File: src/hdl/tslf_pkg.sv
`timescale 1ns / 1ps
package tslf_pkg;

	localparam logic [2:0] REG_NUMBER_MODE  = 3'd0;
	localparam logic [2:0] REG_SQUEEZE_EN   = 3'd1;
	localparam logic [2:0] REG_MARK_EOL     = 3'd2;
	localparam logic [2:0] REG_MARK_TAB     = 3'd3;
	localparam logic [2:0] REG_CTRL_VISIBLE = 3'd4;

	localparam logic [1:0] NUM_ALL      = 2'd1;
	localparam logic [1:0] NUM_NONBLANK = 2'd2;

	localparam logic [7:0] CH_TAB    = 8'h09;
	localparam logic [7:0] CH_NL     = 8'h0A;
	localparam logic [7:0] CH_SPACE  = 8'h20;
	localparam logic [7:0] CH_DOLLAR = 8'h24;
	localparam logic [7:0] CH_DASH   = 8'h2D;
	localparam logic [7:0] CH_ZERO   = 8'h30;
	localparam logic [7:0] CH_I      = 8'h49;
	localparam logic [7:0] CH_M      = 8'h4D;
	localparam logic [7:0] CH_CARET  = 8'h5E;

	localparam logic [7:0] CTRL_LIMIT    = 8'd32;
	localparam logic [7:0] CARET_OFFSET  = 8'd64;
	localparam logic [7:0] HIGH_BASE     = 8'd128;
	localparam logic [7:0] HIGH_CTRL_TOP = 8'd159;
	localparam logic [7:0] META_BASE     = 8'd160;

	localparam int CMDQ_DEPTH = 4;
	localparam int CMDQ_PTR_W = 2;
	localparam int CMDQ_CNT_W = 3;

	typedef struct packed {
		logic [1:0] number_mode;
		logic       squeeze_en;
		logic       mark_eol;
		logic       mark_tab;
		logic       ctrl_visible;
	} cfg_t;

	typedef struct packed {
		logic            number;
		logic [3:0][7:0] exp_bytes;
		logic [1:0]      exp_last;
	} cmd_ctl_t;

endpackage

File: src/hdl/tslf_front.sv
`timescale 1ns / 1ps
module tslf_front import tslf_pkg::*; #(
	parameter int NUMBER_DIGITS = 6
) (
	input  logic                          clk,
	input  logic                          arst_n,
	input  cfg_t                          cfg,
	input  logic                          in_valid,
	input  logic [7:0]                    text_byte,
	input  logic                          first_of_file,
	output logic                          cmd_push,
	output cmd_ctl_t                      cmd_ctl,
	output logic [NUMBER_DIGITS-1:0][7:0] cmd_digits
);

	localparam int CNT_W = NUMBER_DIGITS * 4;

	logic             at_line_start_q;
	logic [1:0]       blank_run_q;
	logic [CNT_W-1:0] line_count_q;

	logic             als;
	logic [1:0]       br;
	logic [CNT_W-1:0] cnt;
	logic             blank;
	logic             drop;
	logic             number;
	logic [1:0]       br_next;
	logic [CNT_W-1:0] cnt_inc;

	always_comb begin
		als = first_of_file ? 1'b1 : at_line_start_q;
		br  = first_of_file ? 2'd0 : blank_run_q;
		cnt = first_of_file ? CNT_W'(1) : line_count_q;
		blank = (text_byte == CH_NL);
		drop = 1'b0;
		br_next = br;
		if (als) begin
			if (cfg.squeeze_en && blank) begin
				br_next = (br < 2'd2) ? br + 2'd1 : br;
				drop = (br_next > 2'd1);
			end else begin
				br_next = blank ? 2'd1 : 2'd0;
			end
		end
		number = als && !drop && ((cfg.number_mode == NUM_ALL) ||
			(cfg.number_mode == NUM_NONBLANK && !blank));
	end

	// saturating BCD increment
	always_comb begin
		logic carry;
		logic all_nines;
		logic [3:0] d;
		carry = 1'b1;
		all_nines = 1'b1;
		cnt_inc = cnt;
		for (int i = 0; i < NUMBER_DIGITS; i++) begin
			if (cnt[4*i +: 4] != 4'd9)
				all_nines = 1'b0;
		end
		for (int i = 0; i < NUMBER_DIGITS; i++) begin
			d = cnt[4*i +: 4];
			if (carry) begin
				if (d >= 4'd9) begin
					cnt_inc[4*i +: 4] = 4'd0;
				end else begin
					cnt_inc[4*i +: 4] = d + 4'd1;
					carry = 1'b0;
				end
			end
		end
		if (all_nines)
			cnt_inc = cnt;
	end

	// digit characters, most significant first, leading zeros as spaces
	always_comb begin
		logic seen;
		logic [3:0] d;
		seen = 1'b0;
		for (int p = NUMBER_DIGITS - 1; p >= 0; p--) begin
			d = cnt[4*p +: 4];
			if (d != 4'd0 || p == 0)
				seen = 1'b1;
			cmd_digits[NUMBER_DIGITS-1-p] = seen ? (CH_ZERO + {4'd0, d}) : CH_SPACE;
		end
	end

	always_comb begin
		cmd_ctl.number = number;
		cmd_ctl.exp_bytes = '0;
		cmd_ctl.exp_last = 2'd0;
		priority if (cfg.mark_eol && text_byte == CH_NL) begin
			cmd_ctl.exp_bytes[0] = CH_DOLLAR;
			cmd_ctl.exp_bytes[1] = text_byte;
			cmd_ctl.exp_last = 2'd1;
		end else if (cfg.mark_tab && text_byte == CH_TAB) begin
			cmd_ctl.exp_bytes[0] = CH_CARET;
			cmd_ctl.exp_bytes[1] = CH_I;
			cmd_ctl.exp_last = 2'd1;
		end else if (cfg.ctrl_visible && text_byte < CTRL_LIMIT &&
				text_byte != CH_NL && text_byte != CH_TAB) begin
			cmd_ctl.exp_bytes[0] = CH_CARET;
			cmd_ctl.exp_bytes[1] = text_byte + CARET_OFFSET;
			cmd_ctl.exp_last = 2'd1;
		end else if (cfg.ctrl_visible && text_byte >= HIGH_BASE &&
				text_byte <= HIGH_CTRL_TOP) begin
			cmd_ctl.exp_bytes[0] = CH_M;
			cmd_ctl.exp_bytes[1] = CH_DASH;
			cmd_ctl.exp_bytes[2] = CH_CARET;
			cmd_ctl.exp_bytes[3] = text_byte - CARET_OFFSET;
			cmd_ctl.exp_last = 2'd3;
		end else if (cfg.ctrl_visible && text_byte >= META_BASE) begin
			cmd_ctl.exp_bytes[0] = CH_M;
			cmd_ctl.exp_bytes[1] = CH_DASH;
			cmd_ctl.exp_bytes[2] = text_byte - HIGH_BASE;
			cmd_ctl.exp_last = 2'd2;
		end else begin
			cmd_ctl.exp_bytes[0] = text_byte;
		end
	end

	assign cmd_push = in_valid && !drop;

	always_ff @(posedge clk or negedge arst_n) begin
		if (!arst_n) begin
			at_line_start_q <= 1'b1;
			blank_run_q     <= 2'd0;
			line_count_q    <= CNT_W'(1);
		end else if (in_valid) begin
			blank_run_q <= als ? br_next : br;
			if (drop) begin
				at_line_start_q <= 1'b1;
				line_count_q    <= cnt;
			end else begin
				at_line_start_q <= blank;
				line_count_q    <= number ? cnt_inc : cnt;
			end
		end
	end

endmodule

File: src/hdl/tslf_cmd_fifo.sv
`timescale 1ns / 1ps
module tslf_cmd_fifo import tslf_pkg::*; #(
	parameter int WIDTH = 8
) (
	input  logic             clk,
	input  logic             arst_n,
	input  logic             wr_en,
	input  logic [WIDTH-1:0] wr_data,
	output logic             full,
	input  logic             rd_en,
	output logic [WIDTH-1:0] rd_data,
	output logic             empty
);

	logic [WIDTH-1:0]      mem_q [CMDQ_DEPTH];
	logic [CMDQ_PTR_W-1:0] wr_ptr_q;
	logic [CMDQ_PTR_W-1:0] rd_ptr_q;
	logic [CMDQ_CNT_W-1:0] count_q;
	logic                  do_wr;
	logic                  do_rd;

	assign full    = (count_q == CMDQ_CNT_W'(CMDQ_DEPTH));
	assign empty   = (count_q == '0);
	assign do_wr   = wr_en && !full;
	assign do_rd   = rd_en && !empty;
	assign rd_data = mem_q[rd_ptr_q];

	always_ff @(posedge clk) begin
		if (do_wr)
			mem_q[wr_ptr_q] <= wr_data;
	end

	always_ff @(posedge clk or negedge arst_n) begin
		if (!arst_n) begin
			wr_ptr_q <= '0;
			rd_ptr_q <= '0;
			count_q  <= '0;
		end else begin
			if (do_wr)
				wr_ptr_q <= wr_ptr_q + CMDQ_PTR_W'(1);
			if (do_rd)
				rd_ptr_q <= rd_ptr_q + CMDQ_PTR_W'(1);
			if (do_wr && !do_rd)
				count_q <= count_q + CMDQ_CNT_W'(1);
			else if (do_rd && !do_wr)
				count_q <= count_q - CMDQ_CNT_W'(1);
		end
	end

endmodule

File: src/hdl/tslf_back.sv
`timescale 1ns / 1ps
module tslf_back import tslf_pkg::*; #(
	parameter int NUMBER_DIGITS = 6
) (
	input  logic                          clk,
	input  logic                          arst_n,
	input  logic                          head_valid,
	input  cmd_ctl_t                      head_ctl,
	input  logic [NUMBER_DIGITS-1:0][7:0] head_digits,
	output logic                          head_pop,
	output logic                          out_valid,
	output logic [7:0]                    out_byte,
	output logic                          out_last,
	input  logic                          out_take
);

	localparam int NUM_LEN = NUMBER_DIGITS + 1;
	localparam int SEQ_MAX = NUMBER_DIGITS + 4;
	localparam int IDX_W   = $clog2(SEQ_MAX + 1);
	localparam int DIG_W   = (NUMBER_DIGITS > 1) ? $clog2(NUMBER_DIGITS) : 1;

	logic [IDX_W-1:0] idx_q;
	logic             out_valid_q;
	logic [7:0]       out_byte_q;
	logic             out_last_q;

	logic             adv;
	logic             num_part;
	logic [IDX_W-1:0] exp_idx;
	logic [1:0]       e;
	logic [7:0]       next_byte;
	logic             next_last;

	assign adv = !out_valid_q || out_take;

	always_comb begin
		num_part = head_ctl.number && (idx_q < IDX_W'(NUM_LEN));
		exp_idx  = idx_q - (head_ctl.number ? IDX_W'(NUM_LEN) : IDX_W'(0));
		e        = exp_idx[1:0];
		next_last = !num_part && (e == head_ctl.exp_last);
		if (num_part) begin
			if (idx_q == IDX_W'(NUMBER_DIGITS))
				next_byte = CH_TAB;
			else
				next_byte = head_digits[idx_q[DIG_W-1:0]];
		end else begin
			next_byte = head_ctl.exp_bytes[e];
		end
	end

	assign head_pop = adv && head_valid && next_last;

	always_ff @(posedge clk or negedge arst_n) begin
		if (!arst_n) begin
			out_valid_q <= 1'b0;
			idx_q       <= '0;
		end else if (adv) begin
			out_valid_q <= head_valid;
			if (head_valid)
				idx_q <= next_last ? '0 : idx_q + IDX_W'(1);
		end
	end

	always_ff @(posedge clk) begin
		if (adv && head_valid) begin
			out_byte_q <= next_byte;
			out_last_q <= next_last;
		end
	end

	assign out_valid = out_valid_q;
	assign out_byte  = out_byte_q;
	assign out_last  = out_last_q;

endmodule

File: src/hdl/text_stream_line_formatter.sv
`timescale 1ns / 1ps
// Line formatter for a text byte stream (numbering, squeeze, $ ends, ^I tabs,
// caret and M- notation). Input side is a queue write port: text_byte and
// first_of_file are taken at an edge with push high and full low. Output side
// is a queue read port: out_byte/last_of_run hold the oldest result while
// empty is low, and pop takes it. last_of_run marks the final byte an input
// byte produced. Registers go in through cfg_valid/cfg_ready/cfg_index/cfg_data,
// which the user must write only while the block is idle; the block does not
// enforce this. cfg_ready is always high. The first result passes through the
// command queue and the output register before it reaches the output ports.
// The output yields one byte per cycle while pop keeps taking it, and an
// expanded byte yields up to NUMBER_DIGITS+5 output bytes. The single output
// byte generator sets this rate; a four-entry command queue sits between the
// classifier and the generator.
// A squeezed blank line takes a push but yields no output.
// Reset clears the queue, the output stage, the line state (line start, line
// number 1) and all registers to zero. A stalled receiver holds the current
// byte; the command queue fills and full rises until pop resumes.
module text_stream_line_formatter import tslf_pkg::*; #(
	parameter int NUMBER_DIGITS = 6
) (
	input  logic       clk,
	input  logic       arst_n,
	input  logic       push,
	output logic       full,
	input  logic [7:0] text_byte,
	input  logic       first_of_file,
	output logic       empty,
	input  logic       pop,
	output logic [7:0] out_byte,
	output logic       last_of_run,
	input  logic       cfg_valid,
	output logic       cfg_ready,
	input  logic [2:0] cfg_index,
	input  logic [1:0] cfg_data
);

	localparam int CMD_W = $bits(cmd_ctl_t) + NUMBER_DIGITS * 8;

	cfg_t                          cfg_q;
	logic                          in_valid;
	logic                          cmd_push;
	cmd_ctl_t                      cmd_ctl;
	logic [NUMBER_DIGITS-1:0][7:0] cmd_digits;
	logic [CMD_W-1:0]              q_rd_data;
	logic                          q_empty;
	cmd_ctl_t                      head_ctl;
	logic [NUMBER_DIGITS-1:0][7:0] head_digits;
	logic                          head_pop;
	logic                          out_valid;

	assign cfg_ready = 1'b1;

	always_ff @(posedge clk or negedge arst_n) begin
		if (!arst_n) begin
			cfg_q <= '0;
		end else if (cfg_valid && cfg_ready) begin
			unique case (cfg_index)
				REG_NUMBER_MODE:  cfg_q.number_mode  <= cfg_data;
				REG_SQUEEZE_EN:   cfg_q.squeeze_en   <= cfg_data[0];
				REG_MARK_EOL:     cfg_q.mark_eol     <= cfg_data[0];
				REG_MARK_TAB:     cfg_q.mark_tab     <= cfg_data[0];
				REG_CTRL_VISIBLE: cfg_q.ctrl_visible <= cfg_data[0];
				default: ;
			endcase
		end
	end

	assign in_valid = push && !full;

	tslf_front #(
		.NUMBER_DIGITS(NUMBER_DIGITS)
	) u_front (
		.clk          (clk),
		.arst_n       (arst_n),
		.cfg          (cfg_q),
		.in_valid     (in_valid),
		.text_byte    (text_byte),
		.first_of_file(first_of_file),
		.cmd_push     (cmd_push),
		.cmd_ctl      (cmd_ctl),
		.cmd_digits   (cmd_digits)
	);

	tslf_cmd_fifo #(
		.WIDTH(CMD_W)
	) u_cmdq (
		.clk    (clk),
		.arst_n (arst_n),
		.wr_en  (cmd_push),
		.wr_data({cmd_ctl, cmd_digits}),
		.full   (full),
		.rd_en  (head_pop),
		.rd_data(q_rd_data),
		.empty  (q_empty)
	);

	assign {head_ctl, head_digits} = q_rd_data;

	tslf_back #(
		.NUMBER_DIGITS(NUMBER_DIGITS)
	) u_back (
		.clk        (clk),
		.arst_n     (arst_n),
		.head_valid (!q_empty),
		.head_ctl   (head_ctl),
		.head_digits(head_digits),
		.head_pop   (head_pop),
		.out_valid  (out_valid),
		.out_byte   (out_byte),
		.out_last   (last_of_run),
		.out_take   (pop)
	);

	assign empty = !out_valid;

endmodule

File: config.mk
export PLATFORM = sky130hd
export DESIGN_NAME = text_stream_line_formatter
export DESIGN_NICKNAME = d
export VERILOG_FILES = /design/src/hdl/tslf_pkg.sv /design/src/hdl/tslf_front.sv /design/src/hdl/tslf_cmd_fifo.sv /design/src/hdl/tslf_back.sv /design/src/hdl/text_stream_line_formatter.sv
export SDC_FILE = /design/constraint.sdc
export NUM_CORES = 1
export LEC_CHECK = 0
export ABC_AREA = 0
export BUFFER_PORTS_ARGS = -buffer_cell sky130_fd_sc_hd__buf_2
export CAP_MARGIN = 25
export CORE_MARGIN = 2
export CORE_UTILIZATION = 40
export CTS_BUF_LIST = sky130_fd_sc_hd__clkbuf_4 sky130_fd_sc_hd__clkbuf_8 sky130_fd_sc_hd__clkbuf_16
export CTS_CLUSTER_DIAMETER = 120
export DETAILED_ROUTE_END_ITERATION = 10
export PLACE_DENSITY = 0.52
export SYNTH_ARGS = -nofsm -noshare
export SYNTH_HDL_FRONTEND = slang
export SYNTH_SLANG_ARGS = --single-unit
File: constraint.sdc
create_clock -name clk -period 5.45 [get_ports clk]
set_input_delay 1.09 -clock clk [delete_from_list [all_inputs] [get_ports clk]]
set_output_delay 1.09 -clock clk [all_outputs]
set_load 0.02 [all_outputs]
==> out/metrics.cfg, run 1 <==
[detailed_routing]
wl_per_cell_um = 22.3
totalWireLength_mm = 31.1
vias_per_cell = 5.53
drc = 0
dr.pass1.iters = 5
route.vias.total = 7732
drt_iter0_markers = 578
ant_nets = 0

[clocking]
insertion_delay_ns = 0.52
cts_resized = 0
cts_buffer_depth = 3
cts_buffers = 35
clockRootBuffer = clkbuf_16
cts_tree = built
holdBufCountCts = 0
cts_sinks = 310
cts_setup_buffers = 0
clk_pin_slew_worst_paths_ns = 0.06
htreeDepth = 2

[sta]
finalClockSkew_ns = 0.0233
max-slew-margin-rel_pct = 33.1
rsz0062_at_grt = no
hold_viol_final = 0
finalMaxSlewViolations = 0
period_needed_ns = 3.76
fin_crit_sh_pct = 69.0
max_freq_mhz = 266
tightestPinTransition_ns = 1.00
finalSetupTns_ns = 0
setup_viol = 0

[global_route]
grt_max_degree = 50
antenna_found_initial = 0
grt_pass1_vias = 7801
grt_pass1_wl_mm = 48.1
overflow = 0
grt_usage_pct = 17.7

[flow_run]
maxCapViolCount = 0

[pwr]
sequentialPowerShare_pct = 40.1
p_int_mw = 5.86
netSwitchingFraction_pct = 32.1
pwr_density_cell_nw_per_um2 = 553
p_leak_nw = 5.67
ir_drop_v = 0.000269
p_clk_share_pct = 26.3
p_switching_mw = 2.77
pwr-share-comb_pct = 33.6
power_mw = 8.63

[synthesis]
ys_seq_area_share_pct = 65.9
async_flop_share_pct = 14.5
synth_area_per_cell_um2 = 15.8
yosysTopAreaCell = edfxtp_1
syn_inst = 872
yosysWarningCount = 0
ys.flop_type = edfxtp_1
synth.distinct_cells = 70
synthesis.area_um2 = 13800
synth_seq_cells = 310
synth_edf_count = 265
syn_nets = 922
synth_top_area_share_pct = 57.7
synthTopCellsByArea = edfxtp_1, mux4_2, dfrtp_1, ha_1, mux2i_1

[hold_path]
worstHoldEndpoint = u_cmdq.count_q[2]
hold_depth = 1
hp-class = flop to flop
min_from = u_cmdq.count_q[2]

[worst_setup_path]
path_class = flop to flop
setup.worst_path.start_class = flop
cp-end-kind = flop
critPathMaxFanout = 34
path_cells = mux4_2 -> ha_1 -> xnor2_2 -> xor2_1 -> buf_4 -> mux4_2 -> mux4_2 -> o22a_1
cpPeakStageDelay_ns = 0.86
cp_data_required_time_ns = 5.70
reg2reg_to = u_back.out_byte[2]
worst_ep_arrival_time_ns = 4.01
ff2ff_setup_slack_ns = 1.69
r2r_cells = 8
cpMostUsedCell = mux4_2
cp_slowest_cell = dfrtp_4
r2r_start = u_cmdq.rd_ptr_q[1]

[floorplan]
io_pins = 31
dieArea_um2 = 36000
row_count = 68
fp.coreArea_um2 = 34300
start_util_pct = 40.2
die_h_um = 190
die_w_um = 190

[run_status]
outcome = completed

[placed_design]
hpwlAfterDp_mm = 20.1
gp_congestion = 0.799
port_buffers = 29

[finish]
synthToLayoutAreaGrowth_pct = 13.2
fillCellCount = 2991
antennaDiodeCount = 0
nets = 967
drive_above_1_share_pct = 21.2

[Yosys cell counts, types with 3 or more instances]
cell type	count
edfxtp_1	265
mux4_2	68
nand2_1	46
dfrtp_1	43
inv_1	42
nor2_1	37
o21ai_0	35
ha_1	30
mux2i_1	24
nor2b_1	23
a21oi_1	21
nand2b_1	21
nand3_1	18
clkbuf_1	17
and2_1	15
mux2_2	13
and3_1	11
buf_2	10
o22ai_1	10
nand4_1	9
a31oi_1	7
buf_4	7
xnor2_1	7
nor3_1	6
o21a_1	6
xor2_1	6
a21o_1	5
o31ai_1	5
o2bb2ai_1	4
a41oi_1	3
buf_1	3
nor3b_1	3
nor4bb_1	3
[how the worst max path moves through the flow]
stage,from,endpoint,slack [ns],cells after the start
floorplan,text_byte[6],u_cmdq.mem_q[0][0],1.57,7
global placement,first_of_file,u_front.line_count_q[6],1.37,10
detailed placement,first_of_file,u_cmdq.mem_q[1][36],1.28,9
CTS,u_cmdq.rd_ptr_q[1],u_back.out_byte[2],1.65,8
global route,u_cmdq.rd_ptr_q[1],u_cmdq.count_q[2],1.47,12
finish,u_cmdq.rd_ptr_q[1],u_back.out_byte[2],1.69,8
[power by group through the flow]
stage	sequential (mW)	clock [mW]	combinational (mW)
5_1_grt	3.52	2.43	3.16
3_3_place_gp	3.51	0	2.94
2_1_floorplan	3.42	0	2.18
4_1_cts	3.47	2.33	2.97
3_5_place_dp	3.52	0	2.96
6_report	3.46	2.27	2.90
[cell usage in the layout, fill, tap and decap left out, types with 21 or more instances in the layout]
cell	netlist	layout
a21oi_1	21	21
buf_2	10	29
clkbuf_16	0	36
dfrtp_1	43	41
edfxtp_1	265	265
ha_1	30	30
inv_1	42	42
mux2i_1	24	24
mux4_2	68	68
nand2_1	46	46
nand2b_1	21	21
nor2_1	37	37
nor2b_1	23	23
o21ai_0	35	35
[cell type report]
type                    count  area, um^2  share of cell area [%]
clock buffers              44         980                    6.27
clock inverters            18         145                   0.929
inverters                  44         165                    1.06
multi-input cells         479        4360                    27.9
flip-flops and latches    310        9090                    58.2
well taps                 455         569                    3.65
repair buffers             47         300                    1.92
[per-layer routing]
metal	part of all wire (%)	wire length, um	global-route usage (%)	vias to the layer above
met5	0	0	0	-
met4	1.9	604	4.44	0
met3	4.3	1320	2.40	40
met2	45	14100	27.2	189
met1	48	15100	26.8	4027
li1	-	-	-	3476
[metrics by stage]
step / setup slack [ns] / hold WS (ns) / instances / area (um^2) / util (%)
after global placement: 1.37 / 0.472 / 1334 / 14500 / 42.2
after detailed placement: 1.28 / 0.479 / 1335 / 14500 / 42.3
after global routing: 1.47 / 0.509 / 1397 / 15600 / 45.5
after floorplan: 1.57 / 0.456 / 872 / 13800 / -
after CTS: 1.65 / 0.487 / 1397 / 15600 / 45.5
final: 1.69 / 0.480 / 1397 / 15600 / 45.5
[cell families after synthesis]
kind of cell	count (synthesis)	share of synthesized area, %
buffers and inverters	83	2.65
other	1	0.0272
adders and majority gates	31	2.87
muxes	106	14.1
and+or+nand+nor	207	7.99
DFF	310	65.9
AOI/OAI and AO/OA	120	5.60
xor gates and xnor gates	14	0.943
[registers in the layout, summed over array words and instances (netlist names)]
signal                   count
u_cmdq.mem_q               256
u_front.line_count_q        24
u_back.out_byte              8
cfg_q                        6
u_back.idx_q                 4
u_cmdq.count_q               3
u_cmdq.rd_ptr_q              2
u_cmdq.wr_ptr_q              2
u_front.blank_run_q          2
u_back.out_last              1
u_back.out_valid             1
u_front.at_line_start_q      1
[critical path: cells and delay by family (launching register included)]
kind,cells,cell delay [ns]
xor gates and xnor gates,2,0.50
adders and majority gates,1,0.26
DFF,1,0.86
AOI/OAI and AO/OA,1,0.22
buffers and inverters,1,0.29
muxes,3,1.36
(Power assumes the default switching activity.)
==> run 2: changes to the inputs <==
- ABC_AREA: 0 -> 1
- clock period: 5.45 -> 3.5 ns (I/O delays scaled with it)
==> run 2 against run 1 <==
  * Maximum frequency is 21% higher
  * Combinational power is 76% higher
  * Worst setup slack lost 1.3 ns
  * Critical path depth rose by 7
  * Via count rose by 30%
  * Core utilization is 0.59 points higher
  * Routed wire length grew 15%
  * Count of clock-buffer cells in the layout increased by 5
  * Largest cell class unchanged
==> out/metrics.cfg, run 2 <==
[sta]
period_needed_ns = 3.11  ; -0.655 ns
finalClockSkew_ns = 0.0160  ; -0.00735 ns
holdWs_ns = 0.220  ; -0.261 ns
finalSetupTns_ns = 0  ; unchanged
max_freq_mhz = 322  ; +21%
fin_crit_sh_pct = 88.7  ; +20 points
finalMaxSlewViolations = 0  ; unchanged
rsz0062_at_grt = no
tightestPinTransition_ns = 1.02  ; +0.0152 ns
setup_viol = 0  ; unchanged
hold_viol_final = 0  ; unchanged
max-slew-margin-rel_pct = 32.1  ; -1.0 points

[global_route]
grt_max_degree = 87  ; +74%
grt_usage_pct = 19.1  ; +1.4 points
grt_pass1_vias = 9914  ; +27%
overflow = 0  ; unchanged
antenna_found_initial = 0  ; unchanged
grt_pass1_wl_mm = 56.4  ; +17%

[clocking]
cts_resized = 0  ; unchanged
insertion_delay_ns = 0.52  ; about the same
cts_tree = built
cts_buffer_depth = 3  ; unchanged
htreeDepth = 2  ; unchanged
cts_setup_buffers = 0  ; unchanged
cts_sinks = 310  ; unchanged
cts_buffers = 35  ; unchanged
clk_pin_slew_worst_paths_ns = 0.06  ; about the same
holdBufCountCts = 0  ; unchanged
clockRootBuffer = clkbuf_16

[pwr]
pwr_density_cell_nw_per_um2 = 846  ; +53%
ir_drop_v = 0.000474  ; +76%
p_leak_nw = 6.58  ; +16%
power_mw = 13.9  ; +61%

[finish]
largest_reg_flops = 256  ; unchanged
synthToLayoutAreaGrowth_pct = 13.3
final_core_utilization_pct = 46.1  ; +0.59 points
drive_above_1_share_pct = 12.5  ; -8.7 points
fin_area_um2 = 16400  ; +5.3%
nets = 1501  ; +55%
final_common_cell = nand2_1
mostFrequentLayoutCells = nand2_1, edfxtp_1, nor2_1
antennaDiodeCount = 0  ; unchanged
largest_register = u_cmdq.mem_q

[worst_setup_path]
critPathMaxFanout = 9  ; -74%
path_class = flop to flop
setup.worst_path.start_class = flop
worst_ep_arrival_time_ns = 3.51  ; -0.50 ns
cp-end-kind = flop
cp_data_required_time_ns = 3.90  ; -1.80 ns

[synthesis]
yosysTopAreaCell = edfxtp_1
syn_nets = 1463  ; +59%
ys_seq_area_share_pct = 62.6  ; -3.2 points
synthesis.area_um2 = 14500  ; +5.2%
synth_seq_cells = 310  ; unchanged
ys.flop_type = edfxtp_1
syn_inst = 1413  ; +62%
synth_top_area_share_pct = 54.8  ; -2.8 points
synth.most_common_cell = nand2_1
synth.top_cells.by_count = nand2_1, edfxtp_1, nor2_1
synth_area_per_cell_um2 = 10.3  ; -35%
async_flop_share_pct = 14.5  ; unchanged
synthTopCellsByArea = edfxtp_1, dfrtp_1, nand2_1, nor2_1, o21ai_0
yosysWarningCount = 0  ; unchanged
synth.distinct_cells = 51  ; -27%
synth_edf_count = 265  ; unchanged

[detailed_routing]
wl_per_cell_um = 18.4  ; -17%
drc = 0  ; unchanged
dr.pass1.iters = 5  ; unchanged
totalWireLength_mm = 35.6  ; +15%
vias_per_cell = 5.19  ; -6.1%
drt_iter0_markers = 768  ; +33%
ant_nets = 0  ; unchanged
route.vias.total = 10072  ; +30%

[placed_design]
dpl_cell_area_um2 = 15300  ; +5.6%
hpwlAfterDp_mm = 22.4  ; +11%
port_buffers = 29  ; unchanged
gp_congestion = 0.876  ; +9.5%

[floorplan]
dieArea_um2 = 37800  ; +5.1%
start_util_pct = 40.7  ; +0.46 points
io_pins = 31  ; unchanged
fp.coreArea_um2 = 35700  ; +4.0%
die_h_um = 194  ; +2.5%
row_count = 69  ; +1.5%
die_w_um = 194  ; +2.5%

[run_status]
outcome = completed

[flow_run]
maxCapViolCount = 0  ; unchanged

[hold_path]
hp-class = input pin to async pin

## run 2: cell count changes after synthesis, moves of 16 or more
cell	change
nand2_1	+225
nor2_1	+171
o21ai_0	+103
inv_1	+72
mux4_2	-68
nand3_1	+64
mux2i_1	-24
nor2b_1	-23
nand2b_1	-21
o211ai_1	+20
o22ai_1	+16
## run 2: area by class of cell
type | instances | area (um^2)
clock inverters | 15 | 124
flip-flops and latches | 310 | 9090
inverters | 127 | 483
clock buffers | 49 | 1020
fillers | 3327 | 19200
repair buffers | 61 | 473
multi-input cells | 916 | 4680
well taps | 461 | 577
## run 2: per-layer routing
layer  global-route usage (%)  routed length [um]  vias up
met3                     2.79                1730       43
li1                         -                   -     4909
met1                     28.2               17500     4907
met5                        0                   0        -
met2                     29.9               15900      213
met4                     4.30                 502        0
## run 2: worst paths after layout
kind	startpoint	end	slack, ns	depth (start not counted)
setup / recovery	u_cmdq.rd_ptr_q[0]	u_cmdq.count_q[1]	0.39	15
hold / removal	arst_n	u_front.line_count_q[12]	0.22	1
setup reg to reg	u_cmdq.rd_ptr_q[0]	u_cmdq.count_q[1]	0.39	15
hold reg to reg	u_front.line_count_q[15]	u_front.line_count_q[15]	0.48	2
max in group asynchronous	arst_n	u_front.at_line_start_q	2.43	2
min in group clk	pop	u_back.out_valid	0.38	2
## run 2: logic make-up after synthesis
group	synth area share (%)
adder cells (fa/ha/maj)	2.72
AO/OA/AOI/OAI	9.64
AND/OR/NAND/NOR	18.5
other	0.0258
buffers and inverters	5.37
XOR/XNOR	1.03
multiplexers	0.0776
flip-flops	62.6
## run 2: worst max-delay path, cell delays in order (launching register included)
cell	delay (ns)
dfrtp_4	0.50
nand2_1	0.10
nand3_2	0.10
nand2_4	0.14
inv_1	0.06
ha_1	0.23
xor2_4	0.20
xnor2_2	0.46
nand2_1	0.12
nand2_2	0.12
nand3_4	0.10
ha_1	0.21
inv_1	0.09
fa_1	0.41
nor2_1	0.10
a21oi_1	0.05
## run 2: power breakdown
| part | switching [mW] | total, mW | leakage, nW | internal, mW |
|---|---|---|---|---|
| logic | 3.59 | 5.10 | 2.93 | 1.50 |
| clock network | 1.45 | 3.59 | 0.582 | 2.13 |
| registers | 0.234 | 5.23 | 3.07 | 4.99 |
## run 2: stage by stage
step	setup WS [ns]	cells
floorplan	-0.212	1413
global placement	0.327	1875
detailed placement	0.270	1875
CTS	0.387	1939
global route	0.199	1939
finish	0.394	1939
==> run 3: changes to the inputs <==
- clock period: 3.5 -> 2.9 ns (I/O delays scaled with it)
==> run 3 against run 2 <==
  * Design area grew 1.5%
  * Maximum frequency rose by 14%
  * Clock skew grew 0.00090 ns
  * Count of clock-buffer cells in the layout decreased by 2
  * Register-to-register slack lost 0.22 ns
  * First-iteration DRC count is 4.6% lower
  * Core utilization up 0.71 points
  * Worst setup slack lost 0.22 ns
  * Sequential power up 21%
  * Worst hold slack got worse by 0.058 ns
  * Clock power is 24% higher
  * Combinational power increased by 24%
==> out/metrics.cfg, run 3 (synthesis results as in run 2) <==
[run_status]
outcome = completed

[sta]
tightestPinTransition_ns = 0.833  ; -0.186 ns
finalClockSkew_ns = 0.0169  ; +0.000901 ns
hold_viol_final = 0  ; unchanged
fin_ws_ns = 0.171  ; -0.223 ns
max-slew-margin-rel_pct = 44.5  ; +12 points
period_needed_ns = 2.73  ; -0.377 ns
max_freq_mhz = 366  ; +14%
fin_crit_sh_pct = 94.1  ; +5.3 points
finalMaxSlewViolations = 0  ; unchanged
rsz0062_at_grt = no
setup_viol = 0  ; unchanged
holdWs_ns = 0.162  ; -0.0579 ns

[worst_setup_path]
setup.worst_path.start_class = flop
cp_data_required_time_ns = 3.29  ; -0.61 ns
reg2reg_to = u_cmdq.count_q[1]
r2r_start = u_cmdq.rd_ptr_q[0]
critPathMaxFanout = 8  ; -1
r2r_cells = 16  ; +1
cp-end-kind = flop
worst_ep_arrival_time_ns = 3.12  ; -0.39 ns
ff2ff_setup_slack_ns = 0.17  ; -0.22 ns
path_class = flop to flop

[global_route]
grt_usage_pct = 19.1  ; about the same
antenna_found_initial = 0  ; unchanged
grt_max_degree = 67  ; -23%
overflow = 0  ; unchanged
grt_pass1_wl_mm = 56.3  ; -0.18%
grt_pass1_vias = 9708  ; -2.1%

[floorplan]
fp.coreArea_um2 = 35700  ; unchanged
die_h_um = 194  ; unchanged
start_util_pct = 40.7  ; unchanged
dieArea_um2 = 37800  ; unchanged
io_pins = 31  ; unchanged
row_count = 69  ; unchanged
die_w_um = 194  ; unchanged

[clocking]
cts_buffer_depth = 3  ; unchanged
cts_buffers = 36  ; +2.9%
clockRootBuffer = clkbuf_16
clk_pin_slew_worst_paths_ns = 0.06  ; about the same
cts_tree = built
cts_sinks = 310  ; unchanged
insertion_delay_ns = 0.52  ; about the same
htreeDepth = 2  ; unchanged

[pwr]
ir_drop_v = 0.000722  ; +52%
pwr_density_cell_nw_per_um2 = 1020  ; +21%
p_leak_nw = 6.71  ; +2.0%

[finish]
synthToLayoutAreaGrowth_pct = 15.1
largest_reg_flops = 256  ; unchanged
drive_above_1_share_pct = 14.1  ; +1.6 points
fillCellCount = 3302  ; -0.75%
nets = 1530  ; +1.9%
antennaDiodeCount = 0  ; unchanged
multi_input_area_um2 = 4690  ; +0.19%
fin_cells = 1967  ; +1.4%
final_common_cell = nand2_1
mostFrequentLayoutCells = nand2_1, edfxtp_1, nor2_1
largest_register = u_cmdq.mem_q
seqCellArea_um2 = 9090  ; unchanged

[detailed_routing]
vias_per_cell = 5.18  ; -0.33%
ant_nets = 0  ; unchanged
route.vias.total = 10184  ; +1.1%
dr.pass1.iters = 5  ; unchanged
drc = 0  ; unchanged
totalWireLength_mm = 35.8  ; +0.46%
wl_per_cell_um = 18.2  ; -0.97%
drt_iter0_markers = 733  ; -4.6%

[placed_design]
port_buffers = 29  ; unchanged
hpwlAfterDp_mm = 22.6  ; +0.97%
gp_congestion = 0.828  ; -5.4%
dp_slack_ns = 0.0863  ; -0.184 ns
placed_cells_incl_taps = 1902  ; +1.4%

[hold_path]
hp-class = input pin to async pin

[flow_run]
maxCapViolCount = 0  ; unchanged

-- run 3: critical path: stages, from the launching register on --
cell and delay [ns]:
dfrtp_4 0.52, inv_4 0.11, nand2_1 0.07, nand3_2 0.08, nand2_4 0.05, inv_1 0.05
ha_2 0.20, xor2_4 0.26, xor2_4 0.18, nand2_2 0.06, nand2_2 0.10, nand3_4 0.07
ha_1 0.20, inv_1 0.08, fa_2 0.43, nor2_1 0.10, a21oi_1 0.05
-- run 3: per-stage QoR --
| stage | total power [mW] | setup TNS, ns | area (um^2) | utilization (%) |
|---|---|---|---|---|
| global placement | 12.7 | 0 | 15500 | 43.5 |
| CTS | 17.2 | 0 | 16700 | 46.8 |
| detailed placement | 12.8 | 0 | 15500 | 43.5 |
| floorplan | 10.5 | -177.15 | 14500 | - |
| global route | 18.2 | 0 | 16700 | 46.8 |
| finish | 17.1 | 0 | 16700 | 46.8 |
-- run 3: worst max-delay path by stage --
stage | startpoint | end | slack (ns) | cells after the start
finish | u_cmdq.rd_ptr_q[0] | u_cmdq.count_q[1] | 0.17 | 16
global route | u_cmdq.rd_ptr_q[0] | u_cmdq.count_q[1] | 0.009 | 16
CTS | u_cmdq.rd_ptr_q[0] | u_cmdq.count_q[2] | 0.08 | 17
detailed placement | u_cmdq.rd_ptr_q[0] | u_cmdq.count_q[2] | 0.09 | 17
global placement | u_cmdq.rd_ptr_q[0] | u_cmdq.count_q[2] | 0.14 | 17
floorplan | first_of_file | u_cmdq.mem_q[0][0] | -0.69 | 9
-- run 3: cell type report --
class | instances | area share [%]
Timing Repair Buffer | 89 | 4.17
Sequential cell | 310 | 54.4
Inverter | 127 | 2.89
Multi-Input combinational cell | 916 | 28.1
Clock buffer | 47 | 5.99
Tap cell | 461 | 3.45
Clock inverter | 17 | 1.01
-- run 3: routing by layer --
layer	GRT usage (%)	part of all wire (%)
met5	0	0
met4	4.67	1.5
met1	28.4	50
met3	2.55	4.4
met2	29.7	45
-- run 3: timing repair --
item / 4_1_cts / 5_1_grt
hold buffers: 0 / 0
endpoints found under the setup margin: 0 / 2
gates resized for setup: 0 / 4
setup buffers: 0 / 1
-- run 3: power by group --
part / switching [mW] / leakage (nW) / internal (mW)
clock: 1.74 / 0.577 / 2.71
combinational: 4.35 / 3.06 / 1.95
sequential: 0.287 / 3.07 / 6.02
total: 6.38 / 6.71 / 10.7
